`src/rtl/core/software_timer_table_unit_assert.svh`:
```
// ----------------------------------------------------------------------------
// Timer table assertion macros
// Shared concurrent assertion forms, clocked on clk_i, off during reset.
// ----------------------------------------------------------------------------
`ifndef SOFTWARE_TIMER_TABLE_UNIT_ASSERT_SVH
`define SOFTWARE_TIMER_TABLE_UNIT_ASSERT_SVH

// Same-cycle implication.
`define STTU_ASSERT_NOW(lbl, ante, cons, msg) \
  lbl: assert property (@(posedge clk_i) disable iff (!rst_ni) (ante) |-> (cons)) \
    else $error(msg);

// Next-cycle implication.
`define STTU_ASSERT_NEXT(lbl, ante, cons, msg) \
  lbl: assert property (@(posedge clk_i) disable iff (!rst_ni) (ante) |=> (cons)) \
    else $error(msg);

`endif

```
`src/rtl/core/sttu_pkg.sv`:
```
// ----------------------------------------------------------------------------
// Timer table package
// Sizes, operation codes and field helpers for the periodic timer table.
// ----------------------------------------------------------------------------
package sttu_pkg;

  localparam int NUM_SLOTS  = 8;
  localparam int COUNT_BITS = 16;

  localparam int SLOT_W  = (NUM_SLOTS > 1) ? $clog2(NUM_SLOTS) : 1;
  localparam int FIRED_W = $clog2(NUM_SLOTS + 1);
  localparam int CMP_W   = (COUNT_BITS > 16) ? COUNT_BITS : 16;

  localparam logic [SLOT_W-1:0]     LAST_IDX = SLOT_W'(NUM_SLOTS - 1);
  localparam logic [COUNT_BITS-1:0] CNT_MAX  = {COUNT_BITS{1'b1}};

  typedef enum logic [2:0] {
    MODE_REGISTER = 3'd0,
    MODE_DELETE   = 3'd1,
    MODE_UPDATE   = 3'd2,
    MODE_TICK     = 3'd3,
    MODE_POLL     = 3'd4
  } mode_e;

  localparam logic KIND_STATUS = 1'b0;
  localparam logic KIND_FIRE   = 1'b1;

  function automatic logic [2:0] slot_field(input logic [SLOT_W-1:0] idx);
    logic [SLOT_W+2:0] ext;
    ext = (SLOT_W + 3)'(idx);
    return ext[2:0];
  endfunction

  function automatic logic [3:0] count_field(input logic [FIRED_W-1:0] cnt);
    logic [FIRED_W+3:0] ext;
    ext = (FIRED_W + 4)'(cnt);
    return ext[3:0];
  endfunction

endpackage

```
`src/rtl/core/software_timer_table_unit.sv`:
```
// ----------------------------------------------------------------------------
// Periodic timer table
// Register, delete and update timer entries; tick and poll fire due entries.
// ----------------------------------------------------------------------------
// Usage:
//   Input beats carry mode, ticker_id, period, high_priority and active on a
//   valid/stall channel. Output beats carry one result each: zero or more
//   fire events followed by one status beat with last set.
//   After acceptance, the sequencer makes one step per slot through the
//   shared read/compare/increment path, then issues the status beat;
//   unsupported modes skip the slot steps and go straight to the status beat.
//   in_stall_o is high after acceptance until the status beat is loaded, so
//   items are processed one at a time.
//   A fire event is loaded into the output register at the step that
//   examines its slot; the status beat follows the last slot step.
//   When the receiver stalls, the output register holds its beat and the
//   sequencer waits on any slot that needs to emit, so no beat is lost.
//   Reset clears all slot-used flags, the sequencer and the output valid;
//   entry contents are written on register and need no clearing.
// ----------------------------------------------------------------------------
`include "software_timer_table_unit_assert.svh"

module software_timer_table_unit (
  input  logic        clk_i,
  input  logic        rst_ni,
  input  logic        in_valid_i,
  output logic        in_stall_o,
  input  logic [2:0]  mode_i,
  input  logic [7:0]  ticker_id_i,
  input  logic [15:0] period_i,
  input  logic        high_priority_i,
  input  logic        active_i,
  output logic        out_valid_o,
  input  logic        out_stall_i,
  output logic        kind_o,
  output logic [7:0]  fired_id_o,
  output logic [2:0]  slot_o,
  output logic [15:0] call_count_o,
  output logic        ok_o,
  output logic [3:0]  fired_count_o,
  output logic        last_o
);

  typedef enum logic [1:0] {
    S_IDLE,
    S_SCAN,
    S_STATUS
  } state_e;

  // slot storage
  logic [7:0]                   ident_mem [sttu_pkg::NUM_SLOTS];
  logic [sttu_pkg::COUNT_BITS-1:0] cnt_mem [sttu_pkg::NUM_SLOTS];
  logic [15:0]                  per_mem   [sttu_pkg::NUM_SLOTS];
  logic                         hp_mem    [sttu_pkg::NUM_SLOTS];
  logic                         act_mem   [sttu_pkg::NUM_SLOTS];
  logic [15:0]                  calls_mem [sttu_pkg::NUM_SLOTS];

  state_e                        state_q, state_d;
  logic [sttu_pkg::NUM_SLOTS-1:0] used_q, used_d;
  sttu_pkg::mode_e               mode_q, mode_d;
  logic [7:0]                    id_q, id_d;
  logic [15:0]                   per_q, per_d;
  logic                          hp_q, hp_d;
  logic                          act_q, act_d;
  logic [sttu_pkg::SLOT_W-1:0]   idx_q, idx_d;
  logic                          found_q, found_d;
  logic [sttu_pkg::SLOT_W-1:0]   found_idx_q, found_idx_d;
  logic                          free_q, free_d;
  logic [sttu_pkg::SLOT_W-1:0]   free_idx_q, free_idx_d;
  logic [sttu_pkg::FIRED_W-1:0]  fired_q, fired_d;

  logic        out_valid_q, out_valid_d;
  logic        kind_q, kind_d;
  logic [7:0]  fired_id_q, fired_id_d;
  logic [2:0]  slot_q, slot_d;
  logic [15:0] call_count_q, call_count_d;
  logic        ok_q, ok_d;
  logic [3:0]  fired_count_q, fired_count_d;
  logic        last_q, last_d;

  // write port
  logic [sttu_pkg::SLOT_W-1:0]     wr_idx;
  logic                            wr_ident, wr_cfg, wr_cnt, wr_calls;
  logic [sttu_pkg::COUNT_BITS-1:0] wr_cnt_data;
  logic [15:0]                     wr_calls_data;

  // shared slot datapath
  logic                            rd_used, rd_hp, rd_act;
  logic [7:0]                      rd_ident;
  logic [sttu_pkg::COUNT_BITS-1:0] rd_cnt, cnt_inc;
  logic [15:0]                     rd_per, rd_calls, calls_inc;
  logic is_tick, is_poll, live, fire, step, out_free, in_accept;
  logic st_ok;
  logic [sttu_pkg::SLOT_W-1:0] st_idx;

  assign rd_used  = used_q[idx_q];
  assign rd_ident = ident_mem[idx_q];
  assign rd_cnt   = cnt_mem[idx_q];
  assign rd_per   = per_mem[idx_q];
  assign rd_hp    = hp_mem[idx_q];
  assign rd_act   = act_mem[idx_q];
  assign rd_calls = calls_mem[idx_q];

  assign is_tick   = (mode_q == sttu_pkg::MODE_TICK);
  assign is_poll   = (mode_q == sttu_pkg::MODE_POLL);
  assign live      = rd_used && rd_act;
  assign cnt_inc   = (is_tick && (rd_cnt != sttu_pkg::CNT_MAX)) ?
                     rd_cnt + sttu_pkg::COUNT_BITS'(1) : rd_cnt;
  assign calls_inc = rd_calls + 16'd1;
  assign fire      = (is_tick || is_poll) && live && (rd_hp == is_tick) &&
                     (sttu_pkg::CMP_W'(cnt_inc) >= sttu_pkg::CMP_W'(rd_per));
  assign out_free  = !out_valid_q || !out_stall_i;
  assign step      = !fire || out_free;
  assign in_accept = in_valid_i && !in_stall_o;

  always_comb begin
    st_ok  = 1'b0;
    st_idx = '0;
    case (mode_q)
      sttu_pkg::MODE_REGISTER: begin
        st_ok  = !found_q && free_q;
        st_idx = free_idx_q;
      end
      sttu_pkg::MODE_DELETE, sttu_pkg::MODE_UPDATE: begin
        st_ok  = found_q;
        st_idx = found_idx_q;
      end
      sttu_pkg::MODE_TICK, sttu_pkg::MODE_POLL: begin
        st_ok = 1'b1;
      end
      default: begin
        st_ok = 1'b0;
      end
    endcase
  end

  always_comb begin
    state_d       = state_q;
    used_d        = used_q;
    mode_d        = mode_q;
    id_d          = id_q;
    per_d         = per_q;
    hp_d          = hp_q;
    act_d         = act_q;
    idx_d         = idx_q;
    found_d       = found_q;
    found_idx_d   = found_idx_q;
    free_d        = free_q;
    free_idx_d    = free_idx_q;
    fired_d       = fired_q;
    out_valid_d   = out_valid_q && out_stall_i;
    kind_d        = kind_q;
    fired_id_d    = fired_id_q;
    slot_d        = slot_q;
    call_count_d  = call_count_q;
    ok_d          = ok_q;
    fired_count_d = fired_count_q;
    last_d        = last_q;
    wr_idx        = idx_q;
    wr_ident      = 1'b0;
    wr_cfg        = 1'b0;
    wr_cnt        = 1'b0;
    wr_calls      = 1'b0;
    wr_cnt_data   = cnt_inc;
    wr_calls_data = calls_inc;

    case (state_q)
      S_IDLE: begin
        if (in_accept) begin
          mode_d  = sttu_pkg::mode_e'(mode_i);
          id_d    = ticker_id_i;
          per_d   = period_i;
          hp_d    = high_priority_i;
          act_d   = active_i;
          idx_d   = '0;
          found_d = 1'b0;
          free_d  = 1'b0;
          fired_d = '0;
          if (mode_i <= 3'(sttu_pkg::MODE_POLL)) begin
            state_d = S_SCAN;
          end else begin
            state_d = S_STATUS;
          end
        end
      end
      S_SCAN: begin
        if (step) begin
          if (rd_used && (rd_ident == id_q) && !found_q) begin
            found_d     = 1'b1;
            found_idx_d = idx_q;
          end
          if (!rd_used && !free_q) begin
            free_d     = 1'b1;
            free_idx_d = idx_q;
          end
          if ((is_tick || is_poll) && live) begin
            wr_cnt      = 1'b1;
            wr_cnt_data = fire ? '0 : cnt_inc;
          end
          if (fire) begin
            wr_calls      = 1'b1;
            fired_d       = fired_q + sttu_pkg::FIRED_W'(1);
            out_valid_d   = 1'b1;
            kind_d        = sttu_pkg::KIND_FIRE;
            fired_id_d    = rd_ident;
            slot_d        = sttu_pkg::slot_field(idx_q);
            call_count_d  = calls_inc;
            ok_d          = 1'b0;
            fired_count_d = '0;
            last_d        = 1'b0;
          end
          if (idx_q == sttu_pkg::LAST_IDX) begin
            state_d = S_STATUS;
          end else begin
            idx_d = idx_q + sttu_pkg::SLOT_W'(1);
          end
        end
      end
      S_STATUS: begin
        if (out_free) begin
          wr_idx = st_idx;
          if (st_ok && (mode_q == sttu_pkg::MODE_REGISTER)) begin
            used_d[st_idx] = 1'b1;
            wr_ident       = 1'b1;
            wr_cfg         = 1'b1;
            wr_cnt         = 1'b1;
            wr_cnt_data    = '0;
            wr_calls       = 1'b1;
            wr_calls_data  = '0;
          end
          if (st_ok && (mode_q == sttu_pkg::MODE_DELETE)) begin
            used_d[st_idx] = 1'b0;
          end
          if (st_ok && (mode_q == sttu_pkg::MODE_UPDATE)) begin
            wr_cfg = 1'b1;
          end
          out_valid_d  = 1'b1;
          kind_d       = sttu_pkg::KIND_STATUS;
          fired_id_d   = (mode_q inside {sttu_pkg::MODE_REGISTER, sttu_pkg::MODE_DELETE,
                                         sttu_pkg::MODE_UPDATE}) ? id_q : 8'd0;
          slot_d       = (st_ok && !is_tick && !is_poll) ?
                         sttu_pkg::slot_field(st_idx) : 3'd0;
          call_count_d = 16'd0;
          ok_d         = st_ok;
          fired_count_d = (is_tick || is_poll) ? sttu_pkg::count_field(fired_q) : 4'd0;
          last_d       = 1'b1;
          state_d      = S_IDLE;
        end
      end
      default: begin
        state_d = S_IDLE;
      end
    endcase
  end

  always_ff @(posedge clk_i or negedge rst_ni) begin
    if (!rst_ni) begin
      state_q       <= S_IDLE;
      used_q        <= '0;
      out_valid_q   <= 1'b0;
      mode_q        <= sttu_pkg::MODE_REGISTER;
      idx_q         <= '0;
      found_q       <= 1'b0;
      free_q        <= 1'b0;
      fired_q       <= '0;
    end else begin
      state_q       <= state_d;
      used_q        <= used_d;
      out_valid_q   <= out_valid_d;
      mode_q        <= mode_d;
      idx_q         <= idx_d;
      found_q       <= found_d;
      free_q        <= free_d;
      fired_q       <= fired_d;
    end
  end

  always_ff @(posedge clk_i) begin
    id_q          <= id_d;
    per_q         <= per_d;
    hp_q          <= hp_d;
    act_q         <= act_d;
    found_idx_q   <= found_idx_d;
    free_idx_q    <= free_idx_d;
    kind_q        <= kind_d;
    fired_id_q    <= fired_id_d;
    slot_q        <= slot_d;
    call_count_q  <= call_count_d;
    ok_q          <= ok_d;
    fired_count_q <= fired_count_d;
    last_q        <= last_d;
  end

  always_ff @(posedge clk_i) begin
    if (wr_ident) begin
      ident_mem[wr_idx] <= id_q;
    end
    if (wr_cfg) begin
      per_mem[wr_idx] <= per_q;
      hp_mem[wr_idx]  <= hp_q;
      act_mem[wr_idx] <= act_q;
    end
    if (wr_cnt) begin
      cnt_mem[wr_idx] <= wr_cnt_data;
    end
    if (wr_calls) begin
      calls_mem[wr_idx] <= wr_calls_data;
    end
  end

  assign in_stall_o    = (state_q != S_IDLE);
  assign out_valid_o   = out_valid_q;
  assign kind_o        = kind_q;
  assign fired_id_o    = fired_id_q;
  assign slot_o        = slot_q;
  assign call_count_o  = call_count_q;
  assign ok_o          = ok_q;
  assign fired_count_o = fired_count_q;
  assign last_o        = last_q;

  `STTU_ASSERT_NEXT(a_busy_after_accept, in_accept, in_stall_o, "accepted beat did not stall input")
  `STTU_ASSERT_NOW(a_fire_not_last, out_valid_o && (kind_o == sttu_pkg::KIND_FIRE), !last_o, "fire beat marked last")
  `STTU_ASSERT_NOW(a_fired_bound, state_q != S_IDLE, fired_q <= sttu_pkg::FIRED_W'(sttu_pkg::NUM_SLOTS), "fire count overflow")
  `STTU_ASSERT_NEXT(a_status_done, (state_q == S_STATUS) && out_free, (state_q == S_IDLE) && out_valid_o && last_o, "status beat not issued")

endmodule

```
`config.mk`:
```
export PLATFORM = sky130hd
export DESIGN_NAME = software_timer_table_unit
export DESIGN_NICKNAME = d
export VERILOG_FILES = /design/src/rtl/core/sttu_pkg.sv /design/src/rtl/core/software_timer_table_unit.sv
export VERILOG_INCLUDE_DIRS = /design/src /design/src/rtl/core
export SDC_FILE = /design/constraint.sdc
export NUM_CORES = 1
export LEC_CHECK = 0
export ABC_AREA = 1
export BUFFER_PORTS_ARGS = -buffer_cell sky130_fd_sc_hd__buf_2
export CAP_MARGIN = 25
export CORE_MARGIN = 2
export CORE_UTILIZATION = 35
export CTS_CLUSTER_SIZE = 8
export DETAILED_ROUTE_END_ITERATION = 8
export GPL_TIMING_DRIVEN = 1
export SKIP_CTS_REPAIR_TIMING = 1
export SLEW_MARGIN = 20
export SYNTH_ARGS = -nofsm -noshare
export SYNTH_HDL_FRONTEND = slang
export SYNTH_SLANG_ARGS = --single-unit
```
`constraint.sdc`:
```
create_clock -name clk_i -period 6.4 [get_ports clk_i]
set_input_delay 0.64 -clock clk_i [delete_from_list [all_inputs] [get_ports clk_i]]
set_output_delay 0.64 -clock clk_i [all_outputs]
set_load 0.05 [all_outputs]
```
* After elaboration in Yosys (flattened, before gate mapping)
Memories as Yosys holds them, arrays and structs flattened.
Cells that the tools add are included.
** Operators by class
- Equality and inequality tests :: 18
- Reduce and logical (&&, ||, !) cells :: 47
- Add/subtract/negate cells :: 4
- Bitwise logic cells :: 3
- Multiplexer cells :: 96
- $lt $le $gt $ge :: 5
** Operators by type and width (count)
- 2-to-1 mux 16 bit :: 12
- 2-to-1 mux 8 bit :: 8
- one-hot mux 16 bit (2 select lines) :: 2
- 2-to-1 mux 1 bit :: 35
- adder 16 x 1 -> 16 bit, second input constant :: 2
- 2-to-1 mux 4 bit :: 7
- 2-to-1 mux 3 bit :: 9
- AND reduction 4 bit :: 6
- one-hot mux 3 bit (2 select lines) :: 3
- logical AND 1 bit :: 17
- >= comparator 16 bit :: 1
- != test 16 bit, second input constant :: 1
- != test 2 bit, second input constant :: 8
- one-hot mux 1 bit (2 select lines) :: 8
- one-hot mux 4 bit (2 select lines) :: 2
- one-hot mux 8 bit (2 select lines) :: 1
- 2-to-1 mux 2 bit :: 5
- zero test 1 bit :: 9
- AND 8 bit :: 1
- == test 8 bit :: 1
- less-than comparator 3 x 4 -> 1 bit, second input constant :: 2
- inverter 8 bit :: 1
- OR 8 bit :: 1
- == test 3 x 2 -> 1 bit, second input constant :: 2
- 21 further kinds :: 29
** Storage, ports and cells
- Memories :: 6
- Register bits :: 89
- Bits in writable memories :: 464
- Logic and storage cells :: 200
- Output and inout port bits :: 36
** Memories
- calls_mem :: depth 8, width 16, read ports 1, clocked after Yosys merged registers in 0, write ports 1, RTL line software_timer_table_unit.sv:56 : logic [15:0] calls_mem [sttu_pkg::NUM_SLOTS];
- cnt_mem :: depth 8, width 16, read ports 1, clocked after Yosys merged registers in 0, write ports 1, RTL line software_timer_table_unit.sv:52 : logic [sttu_pkg::COUNT_BITS-1:0] cnt_mem [sttu_pkg::NUM_SLOTS];
- per_mem :: depth 8, width 16, read ports 1, clocked after Yosys merged registers in 0, write ports 1, RTL line software_timer_table_unit.sv:53 : logic [15:0] per_mem [sttu_pkg::NUM_SLOTS];
- ident_mem :: depth 8, width 8, read ports 1, clocked after Yosys merged registers in 0, write ports 1, RTL line software_timer_table_unit.sv:51 : logic [7:0] ident_mem [sttu_pkg::NUM_SLOTS];
- act_mem :: depth 8, width 1, read ports 1, clocked after Yosys merged registers in 0, write ports 1, RTL line software_timer_table_unit.sv:55 : logic act_mem [sttu_pkg::NUM_SLOTS];
- hp_mem :: depth 8, width 1, read ports 1, clocked after Yosys merged registers in 0, write ports 1, RTL line software_timer_table_unit.sv:54 : logic hp_mem [sttu_pkg::NUM_SLOTS];

* Depth between registers and ports, before layout
Gate-level depths: netlist of the first run.
- Depth after elaboration :: 13
- Mapped depth :: 35

* Worst setup path after synthesis of the first run
Ideal clock, no wire load.
- Kind :: register -> register
- From :: reg idx_q[0] (netlist name)
- To :: reg call_count_q[0], in the netlist call_count_o[0], enable pin
- Cell stages (with the launch flop) :: 28
- Setup time :: 0.436 ns
- Arrival time :: 5.059 ns
- Data required time :: 5.964 ns
- Setup slack :: 0.904 ns
- Cells stage by stage :: dfrtp_1 > buf_6 > inv_2 > buf_6 > buf_6 > buf_6 > nand2_1 > nand2_1 > nand2_1 > nand2_1 > nand2_1 > nand2_2 > ha_1 > nand3_1 > nor2_4 > nand3_2 > nand2_1 > buf_6 > nand2_1 > nand2_1 > inv_1 > ha_1 > nand2_1 > nor4_1 > nand2_1 > nand3_1 > nand3_2 > a21oi_1
** Between the ends
- Cells in the longest elaborated chain, start to end :: 10
** RTL lines
- start, declared :: RTL line software_timer_table_unit.sv:65 : logic [sttu_pkg::SLOT_W-1:0] idx_q, idx_d;
- start signal, assigned :: RTL line software_timer_table_unit.sv:271 : idx_q <= idx_d;
- branches (longest 5 deep; another with memory (8 x 16 bit))
- logical AND 1 bit (*) :: RTL line software_timer_table_unit.sv:110 : assign fire = (is_tick || is_poll) && live && (rd_hp == is_tick) &&
- zero test 1 bit :: RTL line software_timer_table_unit.sv:113 : assign step = !fire || out_free;
- logical OR 1 bit :: RTL line software_timer_table_unit.sv:113
- != test 2 bit (no source line)
- AND reduction 4 bit (no source line) (*)
- end signal, assigned :: RTL line software_timer_table_unit.sv:288 : call_count_q <= call_count_d;
- end, declared :: RTL line software_timer_table_unit.sv:76 : logic [15:0] call_count_q, call_count_d;
Every way passes the cells marked *. The select of a mux whose other input is x is not followed.
A chain may end at the register's enable or synchronous reset.

* Worst setup path in the final report of the first run
- From :: reg idx_q[0] (netlist name)
- To :: mem calls_mem[6][14], enable pin
** Between the ends
- Cells in the longest elaborated chain, start to end :: 12
** RTL lines (RTL line)
- branches (longest 12 deep; another with memory (8 x 16 bit))
- end, declared :: software_timer_table_unit.sv:56
Several ways; the timed one is not identified. The select of a mux whose other input is x is not followed.

==> out/metrics.csv, run 1 <==
metric;value;unit
Hold WC Path Type;in2async;
Layout area overhead;14.5;%
worst path arrival time;5.87;ns
CTS sink cnt;553;
largest area contributor in the synthesized netlist;edfxtp_1;
Tightest Pin Transition;1.05;ns
CTS Buf Count;79;
Post-Synthesis Cells;2269;
Initial Util;35.5;%
area taken by multi-input logic gates;6540;µm²
Skew-Pair Late Insertion Delay;0.63;ns
Critical Path Start;idx_q[0]$_DFFE_PN0P_;
Final Power;0.0137;W
RSZ-0062 raised after global routing;false;
vias per cell;5.00;
DR WL/cell;18.0;µm
H-tree levels;3;
GP Congestion;0.942;
Placed Area;25700;µm²
Startpoint Class;flip-flop;
drt total wl;59700;µm
highest clock rate;0.180;GHz
CTS Root Cell;clkbuf_16;
final cell area excluding filler cells;27900;µm²
Die W;268;µm
die area;71700;µm²
Mapped Nets;2326;
largest net degree at the start of global routing;81;
# IOs;69;
Top FF cell, synth;edfxtp_1;
number of synthesized flops with an enable pin;530;
async set-reset flop share out of synthesis;4.16;%
Nets;2419;
initial antenna violation count;0;
Crit Path Category;reg2reg;
#FFs+latches synth;553;
status;complete, no violations;
post-DP HPWL;36200;µm
min cycle time layout;5.56;ns
Routed Antenna Nets;0;
setup ws final;0.839;ns
Worst Clk Skew;0.0300;ns
Slew HR;29.8;%
Power Density;492;nW/µm²
WP buf/inv;4;
pre-CTS WS;0.822;ns
worst vdd ir;0.285;mV
fill cell total of the finished layout;6521;
Cell Area, Synth;24400;µm²
Critical Path End Type;flip-flop;
Final setup violation count;0;
Post-synth top cells;edfxtp_1 (530), nand2_1 (506), nor2_1 (356);
total gr overflow;0;
Static Leak;10.7;nW
num rows;96;
clk slew on worst S/H paths;0.05;ns
layout cells sized above 1;11.3;%
Worst EP required;6.71;ns
Avg Inst Size Synth;10.7;µm²
Die H;268;µm
post-synthesis cell type count;41;
CTS max path bufs;3;
slowest stage delay, CP;0.66;ns
Placeable Area;68700;µm²
sequential share of the synthesized area;67.7;%
crit path max fanout;63;
storage element area;16500;µm²
Crit path max-delay family;simple AND/OR/NAND/NOR gates;
Vias;16600;
WHS;0.0318;ns
most used cell, CP;nand2_1;
ant diodes;0;
Detailed Routing Iterations Pass 1;6;
DR DRC count;0;
setup_tns;0;ns
period utilisation layout;86.9;%
# port buffers;68;
critical path's slowest cell;dfrtp_4;
TritonCTS clock tree;built;
top-count cell post-synth;edfxtp_1;
first-pass GRT wire length;93100;µm
Starting DRT DRC Count;1453;
number of max-cap violations;0;
vias in the first global route;16400;
R2R Path Start;idx_q[0]$_DFFE_PN0P_;
top post-synthesis cells by area;edfxtp_1 (65%), nand2_1 (7.8%), nor2_1 (5.5%);
final hold vios;0;
Yosys warnings;0;
GRT Total Usage;16.8;%
Slew Viols, Final;0;
share of Yosys cell area claimed by the top area cell type;65.3;%
## cell families (layout without fill, tap and decap cells)
| logic type | count (synthesis) | count (layout) | share of synthesized area (%) |
|---|---|---|---|
| and+or+nand+nor | 1053 | 1053 | 17.6 |
| DFF | 553 | 553 | 67.7 |
| buffers and inverters | 312 | 427 | 5.82 |
| AOI/OAI and AO/OA | 311 | 311 | 7.05 |
| adders and majority gates | 24 | 24 | 1.23 |
| xor gates and xnor gates | 16 | 16 | 0.575 |
## worst reg2reg max path: cells and delay by family (launching register included)
kind	cells	cell delay, ns
buffers and inverters	4	0.96
AND/OR/NAND/NOR	19	2.95
flip-flops	1	0.66
adder cells (fa/ha/maj)	2	0.53
AO/OA/AOI/OAI	1	0.15
## layout by cell type (no fill, tap or decap), types with 3 or more instances in the layout
cell type and count:
o21ai_0 184, o221ai_1 15, inv_1 198, clkbuf_16 82, o22ai_1 28, nand3_2 4, o21ai_1 28, nor3_2 4
buf_2 68, buf_4 51, nor2_1 333, nand2_1 506, nand3_1 122, clkbuf_1 14, ha_1 24, nand2_2 8
nand3b_1 6, xor2_1 14, nand4_1 19, dfrtp_1 20, nor2_2 32, clkinv_1 4, o21bai_1 3, a21oi_1 33
edfxtp_1 530, a22oi_1 5, inv_2 3, o211ai_1 7, nor3_1 11
## layer usage
metal / up-vias / share of wire, % / global-route usage [%]
met5: - / 0 / 0
met4: 0 / 2.4 / 5.81
met3: 105 / 5.7 / 2.71
met2: 520 / 49 / 28.3
met1: 8095 / 43 / 22.1
li1: 7870 / - / -
## path summary, 6_finish.rpt
kind	endpoint	slack (ns)	cells after the start
max in group asynchronous	idx_q[0]$_DFFE_PN0P_	5.90	1
min reg2reg	state_q[0]$_DFFE_PN0P_	0.52	2
max reg2reg	calls_mem[6][14]$_DFFE_PP_	0.84	26
max	calls_mem[6][14]$_DFFE_PP_	0.84	26
min	mode_q[1]$_DFFE_PN0P_	0.03	1
min in group clk_i	per_q[13]$_DFFE_PP_	0.19	1
## sequential cells by signal, summed over array words and instances (netlist names), 2 cells and up
name,flops
id_q,8
used_q,8
fired_count_o,4
state_q,2
mode_q,3
call_count_o,16
cnt_mem,128
found_idx_q,3
free_idx_q,3
fired_id_o,8
fired_q,4
hp_mem,8
idx_q,3
act_mem,8
ident_mem,64
calls_mem,128
per_mem,128
per_q,16
slot_o,3
## report_power, final
part           switching [W]  total (W)  internal, W  leakage, nW
Clock                0.00146    0.00375      0.00228         1.07
Sequential          0.000195    0.00506      0.00486         5.10
Combinational        0.00375    0.00492      0.00117         4.56
## per-stage QoR
| step | cells | util [%] |
|---|---|---|
| final | 3315 | 40.6 |
| after global routing | 3315 | 40.6 |
| after CTS | 3315 | 40.6 |
| after detailed placement | 3212 | 37.4 |
| after global placement | 3212 | 37.4 |
| after floorplan | 2269 | - |
## area by class of cell
class	instances	area share, %
Clock buffer	96	7.54
Timing Repair Buffer	119	2.59
Sequential cell	553	59.1
Multi-Input combinational cell	1404	23.4
Tap cell	931	4.17
Clock inverter	7	0.341
Inverter	205	2.78
(Power assumes the default switching activity.)
==> run 2: changes to the inputs <==
CTS_BUF_LIST = sky130_fd_sc_hd__clkbuf_2   (was not set)
==> out/metrics.csv, run 2 (synthesis results as in run 1) <==
metric;value;unit;change
total gr overflow;0;;unchanged
worst hold path cell count;2;;
slowest stage delay, CP;0.68;ns;+0.02 ns
Initial Util;35.5;%;unchanged
number of max-cap violations;0;;unchanged
commonest non-fill, non-tap cell in the layout;edfxtp_1;;
Tightest Pin Transition;1.02;ns;-0.0296 ns
final hold vios;0;;unchanged
# port buffers;68;;unchanged
highest clock rate;0.178;GHz;-0.92%
vias in the first global route;16800;;+2.6%
worst vdd ir;0.221;mV;-23%
CTS sink cnt;553;;unchanged
Static Leak;10.9;nW;+1.4%
post-DP HPWL;36200;µm;unchanged
Startpoint Class;flip-flop;;
Skew-Pair Late Insertion Delay;1.27;ns;+0.64 ns
GP Congestion;0.942;;unchanged
Final Power;0.0124;W;-9.7%
drt total wl;60600;µm;+1.5%
Placed Cells;3212;;unchanged
largest net degree at the start of global routing;81;;unchanged
worst path arrival time;6.55;ns;+0.68 ns
GRT Total Usage;17.0;%;+0.21 points
Critical Path End Type;flip-flop;;
TritonCTS clock tree;built;;
DR WL/cell;17.3;µm;-4.2%
commonest non-fill, non-tap cells in the layout;edfxtp_1 (530), nand2_1 (506), nor2_1 (333), clkbuf_2 (200), inv_1 (198);;
layout cells sized above 1;15.4;%;+4.1 points
CTS Root Cell;clkbuf_2;;
min cycle time layout;5.61;ns;+0.0514 ns
Routed Antenna Nets;0;;unchanged
Starting DRT DRC Count;1411;;-2.9%
DR DRC count;0;;unchanged
clk slew on worst S/H paths;0.09;ns;+0.04 ns
Power Density;449;nW/µm²;-8.7%
RSZ-0062 raised after global routing;false;;
Nets;2540;;+5.0%
Final setup violation count;0;;unchanged
worst reg2reg path depth;26;;unchanged
Slew Viols, Final;0;;unchanged
CTS Buf Count;138;;+75%
initial antenna violation count;2;;+2
fill cell total of the finished layout;6701;;+2.8%
r2r setup slk;0.79;ns;-0.05 ns
CTS max path bufs;3;;unchanged
Hold WC Path Type;in2reg;;
non-filler instance count after layout;3513;;+6.0%
Worst EP required;7.34;ns;+0.63 ns
# IOs;69;;unchanged
Largest regs;calls_mem (128), cnt_mem (128), per_mem (128);;
num rows;96;;unchanged
most used cell, CP;nand2_1;;
critical path's slowest cell;dfrtp_4;;
first-pass GRT wire length;93600;µm;+0.53%
Layout area overhead;13.3;%;
Placeable Area;68700;µm²;unchanged
status;complete, no violations;;
Vias;17200;;+3.9%
Slew HR;31.8;%;+2.0 points
Detailed Routing Iterations Pass 1;5;;-1
H-tree levels;4;;+1
vias per cell;4.91;;-2.0%
Worst Clk Skew;0.0938;ns;+0.0639 ns
Die W;268;µm;unchanged
die area;71700;µm²;unchanged
period utilisation layout;87.7;%;+0.80 points
setup_tns;0;ns;unchanged
crit path max fanout;63;;unchanged
Die H;268;µm;unchanged
Crit Path Category;reg2reg;;
[run 2: changes by cell type in the layout (fill, tap and decap cells not counted), moves of 4 or more]
cell	change
bufinv_16	+4
clkbuf_1	-14
clkbuf_16	-82
clkbuf_2	+200
clkinv_1	+21
dlygate4sd3_1	+60
[run 2: power breakdown]
| part | internal [W] | total (W) | switching, W | leakage, nW |
|---|---|---|---|---|
| clock network | 0.000995 | 0.00239 | 0.00140 | 0.952 |
| registers | 0.00485 | 0.00504 | 0.000196 | 5.10 |
| logic | 0.00120 | 0.00496 | 0.00376 | 4.82 |
[run 2: worst max-delay path: cells and delay by family, from the launching register on]
| kind | cells | cell delay [ns] |
|---|---|---|
| flip-flops | 1 | 0.68 |
| buffers and inverters | 5 | 1.40 |
| AO/OA/AOI/OAI | 1 | 0.15 |
| AND/OR/NAND/NOR | 19 | 2.74 |
| adder cells (fa/ha/maj) | 1 | 0.27 |
[run 2: worst paths after layout]
| path | end | from |
|---|---|---|
| setup / recovery | calls_mem[6][3]$_DFFE_PP_ | idx_q[0]$_DFFE_PN0P_ |
| hold / removal | per_q[12]$_DFFE_PP_ | period_i[12] |
| setup reg to reg | calls_mem[6][3]$_DFFE_PP_ | idx_q[0]$_DFFE_PN0P_ |
| hold reg to reg | fired_q[3]$_DFFE_PN0P_ | fired_q[3]$_DFFE_PN0P_ |
| max in group asynchronous | idx_q[1]$_DFFE_PN0P_ | rst_ni |
| min in group asynchronous | mode_q[1]$_DFFE_PN0P_ | rst_ni |
[run 2: cell type report]
cell class	instances	area, µm²	share of cell area, %
clock buffers	200	1000	3.63
diodes	3	7.51	0.0272
multi-input cells	1404	6540	23.7
well taps	931	1160	4.22
flip-flops and latches	553	16500	59.8
repair buffers	181	1350	4.90
clock inverters	36	260	0.943
inverters	205	776	2.81
[run 2: layer usage]
| layer | wire length (µm) | share of wire, % | up-vias | GRT usage (%) |
|---|---|---|---|---|
| li1 | - | - | 8222 | - |
| met5 | 0 | 0 | - | 0 |
| met4 | 1300 | 2.1 | 0 | 6.52 |
| met2 | 29600 | 49 | 556 | 28.1 |
| met3 | 3710 | 6.1 | 106 | 3.97 |
| met1 | 26100 | 43 | 8354 | 21.7 |
[run 2: per-stage QoR]
step	utilization (%)	worst slack (ns)	hold WS [ns]	area (µm²)
floorplan	-	0.904	0.344	24400
global placement	37.4	0.929	0.487	25700
detailed placement	37.4	0.822	0.505	25700
CTS	39.2	0.817	-0.761	27000
global route	40.2	0.185	-0.0102	27600
finish	40.2	0.788	0.134	27600
